--- config.mk ---
export PLATFORM = sky130hd
export DESIGN_NAME = infix_to_postfix_converter_core
export DESIGN_NICKNAME = d
export VERILOG_FILES = /design/src/hdl/itp_pkg.sv /design/src/hdl/itp_stack.sv /design/src/hdl/infix_to_postfix_converter_core.sv
export SDC_FILE = /design/constraint.sdc
export NUM_CORES = 1
export LEC_CHECK = 0
export ABC_AREA = 0
export BUFFER_PORTS_ARGS = -buffer_cell sky130_fd_sc_hd__buf_2
export CELL_PAD_IN_SITES_DETAIL_PLACEMENT = 1
export CELL_PAD_IN_SITES_GLOBAL_PLACEMENT = 2
export CORE_MARGIN = 5
export CORE_UTILIZATION = 45
export CTS_CLUSTER_DIAMETER = 100
export CTS_CLUSTER_SIZE = 24
export DETAILED_ROUTE_END_ITERATION = 8
export HOLD_SLACK_MARGIN = 0.12
export PLACE_DENSITY = 0.8
export SLEW_MARGIN = 20
export SYNTH_ARGS = -nofsm -noshare
export SYNTH_HDL_FRONTEND = slang
export SYNTH_HIERARCHICAL = 1
export SYNTH_SLANG_ARGS = --single-unit
--- constraint.sdc ---
create_clock -name clk -period 5.1 [get_ports clk]
set_input_delay 0.51 -clock clk [delete_from_list [all_inputs] [get_ports clk]]
set_output_delay 0.51 -clock clk [all_outputs]
set_load 0.02 [all_outputs]
--- src/hdl/itp_pkg.sv ---
package itp_pkg;

	// default operator stack depth
	localparam int STACK_DEPTH_DEF = 32;

	// character and bus widths
	localparam int CHAR_W = 8;
	localparam int USER_W = 8;

	// ascii characters the converter reacts to
	localparam logic [CHAR_W-1:0] CH_LPAR = 8'h28;
	localparam logic [CHAR_W-1:0] CH_RPAR = 8'h29;
	localparam logic [CHAR_W-1:0] CH_MUL  = 8'h2A;
	localparam logic [CHAR_W-1:0] CH_ADD  = 8'h2B;
	localparam logic [CHAR_W-1:0] CH_SUB  = 8'h2D;
	localparam logic [CHAR_W-1:0] CH_DIV  = 8'h2F;
	localparam logic [CHAR_W-1:0] CH_UC_A = 8'h41;
	localparam logic [CHAR_W-1:0] CH_UC_Z = 8'h5A;
	localparam logic [CHAR_W-1:0] CH_LC_A = 8'h61;
	localparam logic [CHAR_W-1:0] CH_LC_Z = 8'h7A;

	// stacked operator codes
	typedef enum logic [2:0] {
		OP_LPAR = 3'd0,
		OP_ADD  = 3'd1,
		OP_SUB  = 3'd2,
		OP_MUL  = 3'd3,
		OP_DIV  = 3'd4
	} op_code_t;

	// what an input character asks for
	typedef enum logic [2:0] {
		K_NONE,
		K_LETTER,
		K_LPAR,
		K_RPAR,
		K_OP
	} chr_kind_t;

	// sequencer states
	typedef enum logic [1:0] {
		ST_IDLE,
		ST_FETCH,
		ST_EVAL,
		ST_FINISH
	} itp_state_t;

	// commands to the operator stack
	typedef struct packed {
		logic     fetch;
		logic     push;
		logic     pop;
		logic     clear;
		op_code_t code;
	} stk_cmd_t;

	// status from the operator stack
	typedef struct packed {
		logic     empty;
		logic     full;
		logic     ovf;
		op_code_t top;
	} stk_stat_t;

	function automatic chr_kind_t char_kind(input logic [CHAR_W-1:0] c);
		chr_kind_t k;
		k = K_NONE;
		if ((c >= CH_UC_A && c <= CH_UC_Z) || (c >= CH_LC_A && c <= CH_LC_Z))
			k = K_LETTER;
		else if (c == CH_LPAR)
			k = K_LPAR;
		else if (c == CH_RPAR)
			k = K_RPAR;
		else if (c == CH_ADD || c == CH_SUB || c == CH_MUL || c == CH_DIV)
			k = K_OP;
		return k;
	endfunction

	function automatic op_code_t char_code(input logic [CHAR_W-1:0] c);
		op_code_t o;
		case (c)
			CH_ADD:  o = OP_ADD;
			CH_SUB:  o = OP_SUB;
			CH_MUL:  o = OP_MUL;
			CH_DIV:  o = OP_DIV;
			default: o = OP_LPAR;
		endcase
		return o;
	endfunction

	function automatic logic [CHAR_W-1:0] code_char(input op_code_t o);
		logic [CHAR_W-1:0] c;
		case (o)
			OP_LPAR: c = CH_LPAR;
			OP_ADD:  c = CH_ADD;
			OP_SUB:  c = CH_SUB;
			OP_MUL:  c = CH_MUL;
			OP_DIV:  c = CH_DIV;
			default: c = '0;
		endcase
		return c;
	endfunction

	function automatic logic op_rank(input op_code_t o);
		return (o == OP_MUL) || (o == OP_DIV);
	endfunction

endpackage

--- src/hdl/itp_stack.sv ---
module itp_stack #(
	parameter int STACK_DEPTH = itp_pkg::STACK_DEPTH_DEF
) (
	input  logic               clk,
	input  logic               arst_n,
	input  itp_pkg::stk_cmd_t  cmd,
	output itp_pkg::stk_stat_t stat
);
	import itp_pkg::*;

	localparam int AW = (STACK_DEPTH > 1) ? $clog2(STACK_DEPTH) : 1;
	localparam int PW = $clog2(STACK_DEPTH + 1);
	localparam logic [PW-1:0] DEPTH_P = PW'(STACK_DEPTH);
	localparam logic [PW-1:0] ONE_P   = PW'(1);

	op_code_t        mem [STACK_DEPTH];
	op_code_t        top_q;
	logic [PW-1:0]   ptr_q;
	logic            ovf_q;
	logic            empty;
	logic            full;
	logic [PW-1:0]   ptr_m1;

	assign empty  = (ptr_q == '0);
	assign full   = (ptr_q == DEPTH_P);
	assign ptr_m1 = ptr_q - ONE_P;

	// memory write on push, registered read of the top entry on fetch
	always_ff @(posedge clk) begin
		if (cmd.push && !full)
			mem[ptr_q[AW-1:0]] <= cmd.code;
		if (cmd.fetch)
			top_q <= mem[ptr_m1[AW-1:0]];
	end

	// stack pointer and sticky overflow
	always_ff @(posedge clk or negedge arst_n) begin
		if (!arst_n) begin
			ptr_q <= '0;
			ovf_q <= 1'b0;
		end else if (cmd.clear) begin
			ptr_q <= '0;
			ovf_q <= 1'b0;
		end else if (cmd.push) begin
			if (full)
				ovf_q <= 1'b1;
			else
				ptr_q <= ptr_q + ONE_P;
		end else if (cmd.pop && !empty) begin
			ptr_q <= ptr_m1;
		end
	end

	assign stat.empty = empty;
	assign stat.full  = full;
	assign stat.ovf   = ovf_q;
	assign stat.top   = top_q;

	// checks on the stack bookkeeping
	a_ptr_range: assert property (@(posedge clk) disable iff (!arst_n)
		ptr_q <= DEPTH_P) else $error("stack pointer beyond depth");
	a_push_full: assert property (@(posedge clk) disable iff (!arst_n)
		(cmd.push && full && !cmd.clear) |=> (ovf_q && full))
		else $error("push on full stack not flagged");
	a_clear: assert property (@(posedge clk) disable iff (!arst_n)
		cmd.clear |=> (empty && !ovf_q)) else $error("clear left stack state");

endmodule

--- src/hdl/infix_to_postfix_converter_core.sv ---
// channel   dir  request fields (low bit up)
// s_axis    in   tdata: in_char[7:0]; tlast: expr_last
// m_axis    out  tdata: out_char[7:0]; tlast: run_last;
//                tuser: char_valid, expr_end, stack_overflow, zero fill
//
// an item is taken only in idle; each item then passes fetch (stack read), eval
// (decide) and finish, and each operator popped repeats fetch then eval, as the
// stack memory has a registered read port; the end flush repeats them per entry.
// arst_n clears sequencer, stack pointer and overflow flag; memory is not cleared.
// a stalled m_axis holds the sequencer wherever a result must leave.
module infix_to_postfix_converter_core #(
	parameter int STACK_DEPTH = itp_pkg::STACK_DEPTH_DEF
) (
	input  logic                        clk,
	input  logic                        arst_n,
	input  logic                        s_axis_tvalid,
	output logic                        s_axis_tready,
	input  logic [itp_pkg::CHAR_W-1:0]  s_axis_tdata,   // in_char
	input  logic                        s_axis_tlast,   // expr_last
	output logic                        m_axis_tvalid,
	input  logic                        m_axis_tready,
	output logic [itp_pkg::CHAR_W-1:0]  m_axis_tdata,   // out_char
	output logic                        m_axis_tlast,   // run_last
	output logic [itp_pkg::USER_W-1:0]  m_axis_tuser    // char_valid, expr_end, stack_overflow
);
	import itp_pkg::*;

	itp_state_t        state_q, state_d;
	chr_kind_t         kind_q, kind_d;
	op_code_t          code_q, code_d;
	logic              last_q, last_d;
	logic              flush_q, flush_d;
	logic              pend_valid_q, pend_valid_d;
	logic [CHAR_W-1:0] pend_char_q, pend_char_d;

	logic              out_valid_q;
	logic [CHAR_W-1:0] out_char_q;
	logic              out_cv_q, out_rl_q, out_end_q, out_ovf_q;
	logic              load_out;
	logic [CHAR_W-1:0] ld_char;
	logic              ld_cv, ld_rl, ld_end, ld_ovf;
	logic              slot_free;
	logic              pop_cond;

	stk_cmd_t          cmd;
	stk_stat_t         st;

	itp_stack #(
		.STACK_DEPTH(STACK_DEPTH)
	) u_stack (
		.clk   (clk),
		.arst_n(arst_n),
		.cmd   (cmd),
		.stat  (st)
	);

	assign slot_free     = !out_valid_q || m_axis_tready;
	assign s_axis_tready = (state_q == ST_IDLE);

	// does the current top entry leave the stack
	always_comb begin
		pop_cond = 1'b0;
		if (!st.empty) begin
			if (flush_q)
				pop_cond = 1'b1;
			else if (kind_q == K_RPAR)
				pop_cond = (st.top != OP_LPAR);
			else if (kind_q == K_OP)
				pop_cond = (st.top != OP_LPAR) && (op_rank(st.top) >= op_rank(code_q));
		end
	end

	// state register and item registers
	always_ff @(posedge clk or negedge arst_n) begin
		if (!arst_n) begin
			state_q      <= ST_IDLE;
			kind_q       <= K_NONE;
			code_q       <= OP_LPAR;
			last_q       <= 1'b0;
			flush_q      <= 1'b0;
			pend_valid_q <= 1'b0;
		end else begin
			state_q      <= state_d;
			kind_q       <= kind_d;
			code_q       <= code_d;
			last_q       <= last_d;
			flush_q      <= flush_d;
			pend_valid_q <= pend_valid_d;
		end
	end

	always_ff @(posedge clk) begin
		pend_char_q <= pend_char_d;
	end

	// sequencer: next state, stack commands and result loads
	always_comb begin
		state_d      = state_q;
		kind_d       = kind_q;
		code_d       = code_q;
		last_d       = last_q;
		flush_d      = flush_q;
		pend_valid_d = pend_valid_q;
		pend_char_d  = pend_char_q;
		cmd          = '{fetch: 1'b0, push: 1'b0, pop: 1'b0, clear: 1'b0, code: code_q};
		load_out     = 1'b0;
		ld_char      = pend_char_q;
		ld_cv        = 1'b1;
		ld_rl        = 1'b0;
		ld_end       = 1'b0;
		ld_ovf       = 1'b0;
		case (state_q)
			ST_IDLE: begin
				if (s_axis_tvalid) begin
					kind_d = char_kind(s_axis_tdata);
					code_d = (char_kind(s_axis_tdata) == K_LPAR) ? OP_LPAR
						: char_code(s_axis_tdata);
					last_d = s_axis_tlast;
					if (char_kind(s_axis_tdata) == K_LETTER) begin
						pend_valid_d = 1'b1;
						pend_char_d  = s_axis_tdata;
					end
					state_d = ST_FETCH;
				end
			end
			ST_FETCH: begin
				cmd.fetch = 1'b1;
				state_d   = ST_EVAL;
			end
			ST_EVAL: begin
				if (pop_cond) begin
					// pop the top entry into the held slot and emit the previously held one
					if (!pend_valid_q || slot_free) begin
						load_out     = pend_valid_q;
						pend_valid_d = 1'b1;
						pend_char_d  = code_char(st.top);
						cmd.pop      = 1'b1;
						state_d      = ST_FETCH;
					end
				end else if (flush_q) begin
					state_d = ST_FINISH;
				end else begin
					// bracket drop or operator push closes the character's phase
					if (kind_q == K_RPAR)
						cmd.pop = 1'b1;
					if (kind_q == K_LPAR || kind_q == K_OP)
						cmd.push = 1'b1;
					if (last_q) begin
						flush_d = 1'b1;
						state_d = ST_FETCH;
					end else begin
						state_d = ST_FINISH;
					end
				end
			end
			ST_FINISH: begin
				if (slot_free) begin
					load_out     = pend_valid_q || last_q;
					ld_char      = pend_valid_q ? pend_char_q : '0;
					ld_cv        = pend_valid_q;
					ld_rl        = 1'b1;
					ld_end       = last_q;
					ld_ovf       = last_q && st.ovf;
					cmd.clear    = last_q;
					pend_valid_d = 1'b0;
					flush_d      = 1'b0;
					state_d      = ST_IDLE;
				end
			end
			default: begin
				state_d = ST_IDLE;
			end
		endcase
	end

	// output register
	always_ff @(posedge clk or negedge arst_n) begin
		if (!arst_n)
			out_valid_q <= 1'b0;
		else if (load_out)
			out_valid_q <= 1'b1;
		else if (m_axis_tready)
			out_valid_q <= 1'b0;
	end

	always_ff @(posedge clk) begin
		if (load_out) begin
			out_char_q <= ld_char;
			out_cv_q   <= ld_cv;
			out_rl_q   <= ld_rl;
			out_end_q  <= ld_end;
			out_ovf_q  <= ld_ovf;
		end
	end

	assign m_axis_tvalid = out_valid_q;
	assign m_axis_tdata  = out_char_q;
	assign m_axis_tlast  = out_rl_q;
	assign m_axis_tuser  = {{(USER_W - 3){1'b0}}, out_ovf_q, out_end_q, out_cv_q};

	// checks on the sequencer and result register
	a_idle_clean: assert property (@(posedge clk) disable iff (!arst_n)
		s_axis_tready |-> (!pend_valid_q && !flush_q))
		else $error("held result or flush left over in idle");
	a_end_empty: assert property (@(posedge clk) disable iff (!arst_n)
		(state_q == ST_FINISH && slot_free && last_q) |=> (st.empty && !st.ovf))
		else $error("stack not cleared after expression end");
	a_end_is_last: assert property (@(posedge clk) disable iff (!arst_n)
		(out_valid_q && out_end_q) |-> out_rl_q)
		else $error("expression end without run end");
	a_empty_marker: assert property (@(posedge clk) disable iff (!arst_n)
		(out_valid_q && !out_cv_q) |-> (out_char_q == '0 && out_end_q))
		else $error("empty result malformed");
	a_no_overwrite: assert property (@(posedge clk) disable iff (!arst_n)
		load_out |-> slot_free) else $error("result register overwritten");

endmodule

# Word level (Yosys, flattened, before mapping)
# Memories as Yosys holds them, arrays and structs flattened. A register that Yosys moved wholly into a read port is not among the register bits.
# Index checks and enable logic that the tools add are counted.
# op_classes
addsub	2
order_cmp	5
n_eq_ne	29
muxes	64
n_reduce_logical	39
# ops
op	count
$mux W8	7
$eq A8 B6 Y1 const B	6
$mux W1	31
$pmux W6 S5	1
$mux W6	4
$mux W3	7
$eq A3 B2 Y1 const B	6
$ge A8 B7 Y1 const B	2
$le A8 B7 Y1 const B	2
$mux W2	8
$pmux W8 S2	1
$pmux W3 S4	1
$logic_or A1 B1 Y1	10
$ne A2 B2 Y1 const B	5
$reduce_bool A2 Y1	5
$eq A3 B3 Y1 const B	3
$reduce_bool A3 Y1	3
$pmux W2 S4	1
$reduce_and A2 Y1	4
$add A6 B1 Y6 const B	1
$eq A3 B1 Y1 const B	2
$eq A6 B6 Y1 const B	1
$logic_and A1 B1 Y1	6
$logic_not A6 Y1	1
other kinds (14)	21
# totals
ff_bits	39
ramBits	96
inputBits	13
mem_count	1
# mem_list
memory	words	width	rd	rd_clocked_by_memory_dff	wr	line	source
u_stack.mem	32	3	1	1	1	itp_stack.sv:16	op_code_t mem [STACK_DEPTH];

# Longest topological paths before layout
# logic_depth
depth_word	14
mapped_depth	17

# Hierarchy
# The synthesis kept the hierarchy.
# by_module_without_submodules
mod	instances	cells_each	area_per_inst_um2
itp_stack	1	287	4827.1
infix_to_postfix_converter_core	1	155	1681.6

# Least setup slack after synthesis
# Ideal clock, no wire load.
# synth_timing
path_kind	register to register
start	reg u_stack.ptr_q[0]
end	mem u_stack/mem[13][0] (netlist bit), enable pin
setup_time_ns	0.345
arrival_time_ns	3.274
t_required_ns	4.755
setup_slack_ns	1.481
stages_incl_launch_ff	16
path_buffers	5
cell_sequence	dfrtp_1 buf_6 buf_12 buf_8 inv_1 ha_1 or4b_4 nor2_1 buf_4 or4_1 o211ai_4 nor2_1 buf_2 a21boi_1 nand2_1 nor3_1
# synth_lines
item	line	source
start: declaration	itp_stack.sv:18	logic [PW-1:0] ptr_q;
start signal: assignment	itp_stack.sv:48	ptr_q <= ptr_q + ONE_P;
start signal: assignment	itp_stack.sv:50	ptr_q <= ptr_m1;
end: declaration	itp_stack.sv:16	

==> flow_summary.json <==
{
  "outcome": "complete, no violations",
  "grt-ovfl-total": 0,
  "die_area_um2": 16950,
  "grt_pass1_vias": 3988,
  "fin_crit_ns": 3.740,
  "io_pins": 32,
  "tns_ns": 0,
  "die_y_um": 130.2,
  "p_leak_nw": 2.407,
  "cp.required_ns": 5.16,
  "routed_wl_um": 13770,
  "avgSynthCellArea_um2": 14.74,
  "finalCritPeriodShare": 0.7333,
  "grt_pass1_wl_um": 21740,
  "dr.first_iter.drc_count": 196,
  "root_buffer": "clkbuf_16",
  "powerDensity_nw_per_um2": 544.1,
  "cts_buffers": 17,
  "viasPerCell": 5.744,
  "syn_area_um2": 6501,
  "cts_buffer_depth": 2,
  "fin_nets": 476,
  "slew_viol_final": 0,
  "path_class": "flop to flop",
  "min_path_type": "input port to flop",
  "drt_first_pass_iters": 4,
  "finalHoldViolations": 0,
  "rows": 44,
  "rsz0062_at_grt": "false",
  "cts_max_level": 4,
  "clock_sinks": 138,
  "grtUsageTotal": 0.1718,
  "areaGrowthSynthToFinish_pct": 11.76,
  "synthCells": 441,
  "cp_max_fo": 24,
  "drc_errors": 0,
  "antenna_found_initial": 0,
  "dpl.hpwl_um": 9074,
  "setup.worst_path.start_class": "flop",
  "clk_pin_slew_ns": 0.06,
  "core_um2": 14370,
  "drt-wirelength-per-cell_um": 21.03,
  "diodes": 0,
  "setup_viol": 0,
  "peakVddDrop_mv": 0.2717,
  "worstMarginPinSlew_ns": 0.8857,
  "cp.arrival_ns": 3.80,
  "start_util": 0.4525,
  "drive_gt1_frac": 0.1932,
  "clock_latency_ns": 0.42,
  "p_total_mw": 3.954,
  "grt_max_degree": 36,
  "cts_tree": "done",
  "clock_skew_ns": 0.008406,
  "endpoint_kind": "flop",
  "num-fill-cells": 1383,
  "io_buffer_count": 26,
  "ant_nets": 0,
  "place_congestion": 0.7931,
  "relSlewSlack": 0.4095,
  "max_freq_mhz": 267.4,
  "die_x_um": 130.2,
  "yosysWarningCount": 6,
  "maxCapViolCount": 0,
  "dr_total_vias": 3762
}
[worst max-delay path, stage by stage, from the launching register on]
cell and delay [ns]:
dfrtp_1 0.71, or4b_4 0.71, nor2_1 0.24, or4_1 0.21, o211ai_4 0.12, nor2_1 0.12
buf_4 0.22, a21boi_1 0.25, nand2_1 0.31, nor3_1 0.49
[through the flow]
step / util / worst slack (ns) / hold slack, ns / std cells / area, µm²
final: 0.5057 / 1.360 / 0.3392 / 655 / 7266
after global routing: 0.5057 / 1.055 / 0.3271 / 655 / 7266
after CTS: 0.5045 / 1.324 / 0.3282 / 655 / 7249
after detailed placement: 0.4639 / 1.377 / 0.5006 / 622 / 6665
after global placement: 0.4638 / 1.550 / 0.4908 / 622 / 6664
after floorplan: - / 1.481 / 0.2144 / 445 / 6516
[state kept, by name, indices dropped and copies added (netlist names), 2 cells and up]
| signal | flops |
|---|---|
| u_stack/mem | 96 |
| m_axis_tdata | 8 |
| pend_char_q | 8 |
| u_stack/ptr_q | 6 |
| code_q | 3 |
| kind_q | 3 |
| u_stack/top_q | 3 |
| state_q | 2 |
[where the power goes]
part           internal (mW)  switching, mW
logic                  0.541          0.692
clock network          0.717          0.465
registers               1.37          0.170
[layer usage]
| metal | vias to the layer above | track usage | share of wire |
|---|---|---|---|
| met2 | 80 | 0.2948 | 0.52 |
| met5 | - | 0 | 0 |
| li1 | 1746 | - | - |
| met1 | 1911 | 0.2117 | 0.42 |
| met4 | 0 | 0.06601 | 0.021 |
| met3 | 25 | 0.03930 | 0.038 |
[layout make-up]
type	count	area [µm²]	share of cell area
well taps	184	230.2	0.03169
multi-input cells	268	2235	0.3076
inverters	3	11.26	0.001550
clock inverters	15	148.9	0.02049
repair buffers	30	162.7	0.02239
clock buffers	17	425.4	0.05855
flip-flops and latches	138	4053	0.5578
[cells in the final DEF (no fill, tap or decap), drive strengths merged, types with 4 or more instances in the layout]
cell type  count
clkbuf        17
xnor2          4
nand2b        10
nor4           4
dfrtp         19
inv            6
buf           29
o21ai          9
a21oi         13
o31ai          8
nor2b         14
and2b          5
a221oi        10
and2          14
nand2         24
or3            4
or4            8
ha             5
mux4          24
conb           5
edfxtp       119
nor3          12
clkinvlp       6
nand3          6
clkinv         4
nor2          35
nand3b         6
a211oi         5
[timing repair]
action,4_1_cts,5_1_grt
endpoints found under the hold margin,19,0
hold buffers,1,0
setup buffers,0,0
resized for setup,0,0
[path summary, 6_finish.rpt]
kind                                  start            endpoint  slack (ns)  depth (start not counted)
max                        u_stack/ptr_q[2]  u_stack/mem[14][1]        1.36                          9
min                            s_axis_tlast              last_q        0.34                          2
max reg2reg                u_stack/ptr_q[2]  u_stack/mem[14][1]        1.36                          9
min reg2reg                  pend_char_q[2]     m_axis_tdata[2]        0.52                          1
max in group asynchronous            arst_n           code_q[0]        4.15                          2
min in group asynchronous            arst_n       m_axis_tvalid        0.58                          2
Power figures use the tool's default switching activity.
